<file path="config.mk">
export PLATFORM = sky130hd
export DESIGN_NAME = ecam_ctrl
export DESIGN_NICKNAME = d
export VERILOG_FILES = /design/src/ecam_pkg.sv /design/src/ecam_ctrl.sv
export SDC_FILE = /design/constraint.sdc
export NUM_CORES = 1
export LEC_CHECK = 0
export BUFFER_PORTS_ARGS = -buffer_cell sky130_fd_sc_hd__buf_2
export CORE_MARGIN = 2
export CORE_UTILIZATION = 53
export DETAILED_ROUTE_END_ITERATION = 10
export PLACE_DENSITY = 0.74
export SLEW_MARGIN = 20
export SYNTH_ARGS = -nofsm -noshare
export SYNTH_HDL_FRONTEND = slang
export SYNTH_SLANG_ARGS = --single-unit
export TNS_END_PERCENT = 50
</file>
<file path="constraint.sdc">
create_clock -name clk_i -period 2.6 [get_ports clk_i]
set_clock_uncertainty 0.05 [all_clocks]
set_input_delay 0.13 -clock clk_i [delete_from_list [all_inputs] [get_ports clk_i]]
set_output_delay 0.13 -clock clk_i [all_outputs]
set_load 0.05 [all_outputs]
</file>
<file path="src/ecam_pkg.sv">
// shared types, codes and constants of the euler camera block
package ecam_pkg;

  // event codes
  localparam logic [1:0] OP_LOOK = 2'd0;
  localparam logic [1:0] OP_MOVE = 2'd1;
  localparam logic [1:0] OP_SET  = 2'd2;

  // register indexes
  localparam int unsigned CFG_ADDR_W = 3;
  localparam logic [CFG_ADDR_W-1:0] REG_WORLD_UP_X = 3'd0;
  localparam logic [CFG_ADDR_W-1:0] REG_WORLD_UP_Y = 3'd1;
  localparam logic [CFG_ADDR_W-1:0] REG_WORLD_UP_Z = 3'd2;
  localparam logic [CFG_ADDR_W-1:0] REG_MOVE_SPEED = 3'd3;
  localparam logic [CFG_ADDR_W-1:0] REG_LOOK_SENS  = 3'd4;

  // angle constants in Q9.16 degrees, plus the cordic gain and the Q14 unit
  localparam logic [33:0]        FULL_TURN    = 34'd23592960;
  localparam logic signed [34:0] HALF_TURN_W  = 35'sd11796480;
  localparam logic signed [34:0] WRAP_OFFSET  = 35'sd3019898880;
  localparam logic signed [25:0] HALF_TURN_Z  = 26'sd11796480;
  localparam logic signed [24:0] QUARTER_TURN = 25'sd5898240;
  localparam logic signed [24:0] PITCH_LIMIT  = 25'sd5832704;
  localparam logic signed [32:0] CORDIC_K     = 33'sd652032874;
  localparam logic signed [15:0] ONE_Q14      = 16'sd16384;

  typedef struct packed {
    logic [1:0]         opcode;
    logic signed [15:0] mouse_dx;
    logic signed [15:0] mouse_dy;
    logic               clamp_pitch;
    logic               key_forward;
    logic               key_back;
    logic               key_left;
    logic               key_right;
    logic [15:0]        delta_time;
    logic signed [31:0] new_pos_x;
    logic signed [31:0] new_pos_y;
    logic signed [31:0] new_pos_z;
  } in_item_t;

  typedef struct packed {
    logic signed [15:0] front_x;
    logic signed [15:0] front_y;
    logic signed [15:0] front_z;
    logic signed [15:0] right_x;
    logic signed [15:0] right_y;
    logic signed [15:0] right_z;
    logic signed [15:0] up_x;
    logic signed [15:0] up_y;
    logic signed [15:0] up_z;
    logic signed [31:0] pos_x;
    logic signed [31:0] pos_y;
    logic signed [31:0] pos_z;
  } out_item_t;

  typedef enum logic [4:0] {
    CMD_IDLE, CMD_LOAD, CMD_ANGLE, CMD_WRAP, CMD_ANG_FIN,
    CMD_CORD_INIT, CMD_CORD_STEP, CMD_CORD_FIN, CMD_FRONT, CMD_CROSS,
    CMD_SQ, CMD_SQRT_INIT, CMD_SQRT, CMD_DIV_INIT, CMD_DIV, CMD_DIV_FIN,
    CMD_VEL, CMD_STEP, CMD_SETPOS, CMD_OUT
  } cmd_e;

  typedef enum logic [1:0] {
    V_FRONT, V_RIGHT, V_UP
  } vsel_e;

  typedef struct packed {
    cmd_e       op;
    logic [1:0] idx;
    logic [4:0] cnt;
    logic       sel;
    vsel_e      tgt;
  } cmd_t;

  // arctangent of 2^-i in Q9.16 degrees
  function automatic logic signed [25:0] atan_q16(input logic [3:0] i);
    logic signed [25:0] r;
    case (i)
      4'd0:  r = 26'sd2949120;
      4'd1:  r = 26'sd1740967;
      4'd2:  r = 26'sd919879;
      4'd3:  r = 26'sd466945;
      4'd4:  r = 26'sd234379;
      4'd5:  r = 26'sd117304;
      4'd6:  r = 26'sd58666;
      4'd7:  r = 26'sd29335;
      4'd8:  r = 26'sd14668;
      4'd9:  r = 26'sd7334;
      4'd10: r = 26'sd3667;
      4'd11: r = 26'sd1833;
      4'd12: r = 26'sd917;
      4'd13: r = 26'sd458;
      4'd14: r = 26'sd229;
      default: r = 26'sd115;
    endcase
    return r;
  endfunction

endpackage

</file>
<file path="src/ecam_ctrl.sv">
// sequencer of the euler camera: steps the datapath through each event
module ecam_ctrl (
  input  logic                clk_i,
  input  logic                rst_ni,
  input  logic                in_valid_i,
  input  logic [1:0]          opcode_i,
  output logic                in_ready_o,
  output logic                out_valid_o,
  input  logic                out_ready_i,
  output ecam_pkg::cmd_t      cmd_o
);

  typedef enum logic [4:0] {
    S_IDLE, S_ANGLE, S_WRAP, S_ANG_FIN, S_CORD_INIT, S_CORD_STEP, S_CORD_FIN,
    S_FRONT, S_CROSS, S_SQ, S_SQRT_INIT, S_SQRT, S_DIV_INIT, S_DIV, S_DIV_FIN,
    S_VEL, S_STEP, S_SETPOS, S_FINISH
  } state_e;

  state_e          state_q;
  logic [4:0]      cnt_q;
  logic [1:0]      idx_q;
  logic            sel_q;
  ecam_pkg::vsel_e tgt_q;
  logic            out_valid_q, out_valid_d;

  assign in_ready_o  = (state_q == S_IDLE);
  assign out_valid_o = out_valid_q;

  // result valid: cleared on accept, set when a finished item is handed over
  always_comb begin
    out_valid_d = out_valid_q & ~out_ready_i;
    if ((state_q == S_FINISH) && (!out_valid_q || out_ready_i)) out_valid_d = 1'b1;
  end

  // state, counters and output valid
  always_ff @(posedge clk_i or negedge rst_ni) begin
    if (!rst_ni) begin
      state_q     <= S_IDLE;
      cnt_q       <= '0;
      idx_q       <= '0;
      sel_q       <= 1'b0;
      tgt_q       <= ecam_pkg::V_FRONT;
      out_valid_q <= 1'b0;
    end else begin
      out_valid_q <= out_valid_d;
      unique case (state_q)
        S_IDLE: begin
          if (in_valid_i) begin
            case (opcode_i)
              ecam_pkg::OP_LOOK: state_q <= S_ANGLE;
              ecam_pkg::OP_MOVE: state_q <= S_VEL;
              ecam_pkg::OP_SET:  state_q <= S_SETPOS;
              default:           state_q <= S_FINISH;
            endcase
          end
        end
        S_ANGLE: begin
          cnt_q   <= 5'd8;
          state_q <= S_WRAP;
        end
        S_WRAP: begin
          if (cnt_q == 5'd0) state_q <= S_ANG_FIN;
          else cnt_q <= cnt_q - 5'd1;
        end
        S_ANG_FIN: begin
          sel_q   <= 1'b0;
          state_q <= S_CORD_INIT;
        end
        S_CORD_INIT: begin
          cnt_q   <= 5'd0;
          state_q <= S_CORD_STEP;
        end
        S_CORD_STEP: begin
          if (cnt_q == 5'd15) state_q <= S_CORD_FIN;
          else cnt_q <= cnt_q + 5'd1;
        end
        S_CORD_FIN: begin
          if (!sel_q) begin
            sel_q   <= 1'b1;
            state_q <= S_CORD_INIT;
          end else begin
            state_q <= S_FRONT;
          end
        end
        S_FRONT: begin
          tgt_q   <= ecam_pkg::V_FRONT;
          idx_q   <= 2'd0;
          state_q <= S_SQ;
        end
        S_CROSS: begin
          if (idx_q == 2'd2) begin
            idx_q   <= 2'd0;
            state_q <= S_SQ;
          end else begin
            idx_q <= idx_q + 2'd1;
          end
        end
        S_SQ: begin
          if (idx_q == 2'd2) state_q <= S_SQRT_INIT;
          else idx_q <= idx_q + 2'd1;
        end
        S_SQRT_INIT: begin
          cnt_q   <= 5'd31;
          state_q <= S_SQRT;
        end
        S_SQRT: begin
          if (cnt_q == 5'd0) begin
            idx_q   <= 2'd0;
            state_q <= S_DIV_INIT;
          end else begin
            cnt_q <= cnt_q - 5'd1;
          end
        end
        S_DIV_INIT: begin
          cnt_q   <= 5'd14;
          state_q <= S_DIV;
        end
        S_DIV: begin
          if (cnt_q == 5'd0) state_q <= S_DIV_FIN;
          else cnt_q <= cnt_q - 5'd1;
        end
        S_DIV_FIN: begin
          if (idx_q == 2'd2) begin
            idx_q <= 2'd0;
            case (tgt_q)
              ecam_pkg::V_FRONT: begin
                tgt_q   <= ecam_pkg::V_RIGHT;
                state_q <= S_CROSS;
              end
              ecam_pkg::V_RIGHT: begin
                tgt_q   <= ecam_pkg::V_UP;
                state_q <= S_CROSS;
              end
              default: state_q <= S_FINISH;
            endcase
          end else begin
            idx_q   <= idx_q + 2'd1;
            state_q <= S_DIV_INIT;
          end
        end
        S_VEL: begin
          cnt_q   <= 5'd0;
          idx_q   <= 2'd0;
          state_q <= S_STEP;
        end
        S_STEP: begin
          if (idx_q == 2'd2) begin
            idx_q <= 2'd0;
            if (cnt_q == 5'd3) state_q <= S_FINISH;
            else cnt_q <= cnt_q + 5'd1;
          end else begin
            idx_q <= idx_q + 2'd1;
          end
        end
        S_SETPOS: state_q <= S_FINISH;
        S_FINISH: begin
          if (!out_valid_q || out_ready_i) state_q <= S_IDLE;
        end
        default: state_q <= S_IDLE;
      endcase
    end
  end

  // command decode
  always_comb begin
    cmd_o     = '0;
    cmd_o.op  = ecam_pkg::CMD_IDLE;
    cmd_o.idx = idx_q;
    cmd_o.cnt = cnt_q;
    cmd_o.sel = sel_q;
    cmd_o.tgt = tgt_q;
    unique case (state_q)
      S_IDLE:      if (in_valid_i) cmd_o.op = ecam_pkg::CMD_LOAD;
      S_ANGLE:     cmd_o.op = ecam_pkg::CMD_ANGLE;
      S_WRAP:      cmd_o.op = ecam_pkg::CMD_WRAP;
      S_ANG_FIN:   cmd_o.op = ecam_pkg::CMD_ANG_FIN;
      S_CORD_INIT: cmd_o.op = ecam_pkg::CMD_CORD_INIT;
      S_CORD_STEP: cmd_o.op = ecam_pkg::CMD_CORD_STEP;
      S_CORD_FIN:  cmd_o.op = ecam_pkg::CMD_CORD_FIN;
      S_FRONT:     cmd_o.op = ecam_pkg::CMD_FRONT;
      S_CROSS:     cmd_o.op = ecam_pkg::CMD_CROSS;
      S_SQ:        cmd_o.op = ecam_pkg::CMD_SQ;
      S_SQRT_INIT: cmd_o.op = ecam_pkg::CMD_SQRT_INIT;
      S_SQRT:      cmd_o.op = ecam_pkg::CMD_SQRT;
      S_DIV_INIT:  cmd_o.op = ecam_pkg::CMD_DIV_INIT;
      S_DIV:       cmd_o.op = ecam_pkg::CMD_DIV;
      S_DIV_FIN:   cmd_o.op = ecam_pkg::CMD_DIV_FIN;
      S_VEL:       cmd_o.op = ecam_pkg::CMD_VEL;
      S_STEP:      cmd_o.op = ecam_pkg::CMD_STEP;
      S_SETPOS:    cmd_o.op = ecam_pkg::CMD_SETPOS;
      S_FINISH: begin
        if (!out_valid_q || out_ready_i) cmd_o.op = ecam_pkg::CMD_OUT;
      end
      default:     cmd_o.op = ecam_pkg::CMD_IDLE;
    endcase
  end

endmodule

</file>
==> flow_summary.ini <==
[clock_network]
cts.repair_timing.setup_buffer_count = 0
clk_latency_ns = 0.29
cts.sink_count = 16
h-tree-depth = 1
cts.reportedPaths.clkPinSlew_ns = 0.10
cts_root_buffer = clkbuf_4
cts_buffers = 3
clock_tree_from_tritoncts = built
ctsLongestPathBuffers = 2

[synthesis]
synth_enable_flop_cells = 0
syn-cell-area_mm2 = 0.00179
postSynth.asyncResetShare_pct = 100
postSynthCellCount = 219
synth_sequential_area_ratio_pct = 22.4
synth-seq-cells = 16
yosys_most_used_dff = dfrtp_1
syn-num-nets = 232
synth_top_area_share_pct = 22.4
synthesis.area_per_instance_um2 = 8.17
yosysUniqueCellTypes = 59
synth.largest_area_cell = dfrtp_1
ys_top_cells_by_area = dfrtp_1, mux2_2, o21ai_0
synthesis.yosys.warnings = 0

[sta]
timing.final.max_slew_violations = 0
tns_ns = 0
final_number_of_setup_violating_endpoints = 0
max_freq_mhz = 418
timing.max_slew.rel_slack_pct = 69.0
fin_crit_share_pct = 91.9
worst_tran_pin_value_ns = 0.462
final_period_minus_worst_setup_slack_ns = 2.39
hold_viol_final = 0
rsz0062_at_grt = no

[global_route]
wire_length_of_the_first_global_routing_pass_um = 7820
first_global_vias = 1643
largest_net_degree_at_the_start_of_global_routing = 28
number_of_antenna_violations_at_the_first_check_in_global_routing = 0
grtUsageTotal_pct = 24.5
gr-total-overflow = 0

[worst_setup_path]
worst_setup_path_startpoint = state_q[2]
worst-r2r-setup-slack_ns = 0.21
reg2reg_launch_point = state_q[2]
required_ns = 2.73
critical-path-slowest-cell = dfrtp_1
setup.worst_path.end_class = flip-flop
critical_path.cell_chain = nor2b_1 > and3_1 > a21oi_2 > fa_1 > a211oi_2 > buf_4 > a2111o_1 > nand4_1 > a21oi_1 > mux2i_1
regToRegEndpoint = cnt_q[4]
critical_path.startpoint_type = flip-flop
max_stage_delay_ns = 0.44
worst-setup-path-type = flip-flop to flip-flop
r2r_cells = 10
path_max_fanout = 4
crit_arrival_ns = 2.52

[routing]
drt_drc_violations_left = 0
total_wirelength_um = 4500
num_vias = 1756
vias_per_cell = 6.10
post_drt_wl_per_cell_um = 15.6
drt_iter0_drc = 153
antenna_violating_nets_post_route = 0
detailedRoute.firstPassIterationCount = 6

[finish]
design.final.nets = 256
n_fill_cell = 293
drive_above_1_share_pct = 26.4
antenna_cells = 0
fin_util_pct = 61.2
layout.cells.most_common = buf_2
sequential_cell_area_um2 = 400
instances_no_fill = 288
layout_common_cells = buf_2, nor2_1, o21ai_0, dfrtp_1
area_growth_pct = 12.3
multiInputGateArea_mm2 = 0.00126

[worst_hold_path]
hold_path_end = out_valid_o
hold_class = input port to flip-flop
hold_start = out_ready_i
timing.hold.worst_path_depth = 3

[pwr]
standby_leakage_power_nw = 0.826
pwr_density_cell_mw_per_mm2 = 216
vdd_drop_max_uv = 131

[job]
cap_viol_max_count = 0

[floorplanning]
design.portCount = 23
rows = 21
fp.dieH_um = 62.1
dieWidth_um = 62.1
floorplan.initialDensity_pct = 54.5
fp.dieArea_mm2 = 0.00386
core_box_area_mm2 = 0.00328

[placement]
port_buffers = 22
weighted_congestion_reported_at_the_end_of_routability_driven_placement = 0.851
dp_hpwl_um = 3300
placed_cells = 283

[run_status]
status = finished clean
==> cell families (layout without fill, tap and decap cells) <==
logic type / count (synthesis) / in the layout / share of synthesized area [%]
flops: 16 / 16 / 22.4
simple gates: 80 / 80 / 25.7
fa+ha+maj: 9 / 9 / 6.43
mux: 14 / 14 / 8.53
xor+xnor: 5 / 5 / 2.87
compound gates: 67 / 67 / 26.2
buf+inv: 28 / 51 / 7.90
==> layout make-up <==
cell class	count	area share [%]
Tap cell	46	2.86
Clock buffer	4	1.81
Multi-Input combinational cell	175	62.5
Timing Repair Buffer	36	10.8
Sequential cell	16	19.9
Inverter	11	2.05
==> state kept, by name, indices dropped and copies added (netlist names) <==
register     count
state_q          5
sel_q            1
tgt_q            2
out_valid_o      1
idx_q            2
cnt_q            5
==> metrics by stage <==
stage | setup WS (ns) | power (mW) | area [µm²] | hold slack (ns)
floorplan | 0.0180 | 0.255 | 1790 | -0.216
global placement | 0.133 | 0.266 | 1950 | 0.0370
detailed placement | 0.0560 | 0.266 | 1950 | 0.0344
CTS | 0.0337 | 0.437 | 2000 | 0.128
global route | 0.0137 | 0.454 | 2010 | 0.127
finish | 0.210 | 0.433 | 2010 | 0.146
==> cell usage after synthesis (6+ instances only) <==
cell type  number
nor3_1          6
o21ai_0        16
ha_1            6
a21oi_1        13
nand2_1        13
inv_1           9
nor2b_1         6
mux2_2         10
nand3_1         9
dfrtp_1        16
buf_2           8
nor2_1         19
==> power breakdown <==
group          leakage [nW]  internal, mW         switching [mW]
combinational         0.607       0.00477                0.00835
sequential            0.198         0.249  0.0000000000000000374
clock                0.0210        0.0853                 0.0862
==> critical path: cells and delay by family (launching register included) <==
family	cells	cell delay, ns
compound gates	4	0.62
mux	1	0.08
buf+inv	1	0.18
simple gates	3	0.48
flops	1	0.44
fa+ha+maj	1	0.43
==> worst max path at each step <==
stage                     cells past startpoint  slack [ns]  endpoint
final                                        10        0.21  cnt_q[4]
after global routing                         10        0.01  cnt_q[4]
after CTS                                    10        0.03  cnt_q[4]
after detailed placement                     10        0.06  cnt_q[4]
after global placement                       10        0.13  cnt_q[4]
after floorplan                              10        0.02  cnt_q[4]
==> repair_timing <==
action | CTS | global route
setup endpoints to repair | 0 | 2
resized for setup | 0 | 2
hold buffers | 1 | 0
hold endpoints to repair | 16 | 0
==> layer usage <==
metal / vias up / part of all wire, % / GRT usage (%)
li1: 863 / - / -
met5: - / 0 / 0
met1: 845 / 46 / 33.6
met3: 4 / 5.2 / 2.54
met4: 0 / 0.84 / 8.06
met2: 44 / 47 / 40.8
(Power assumes the default switching activity.)
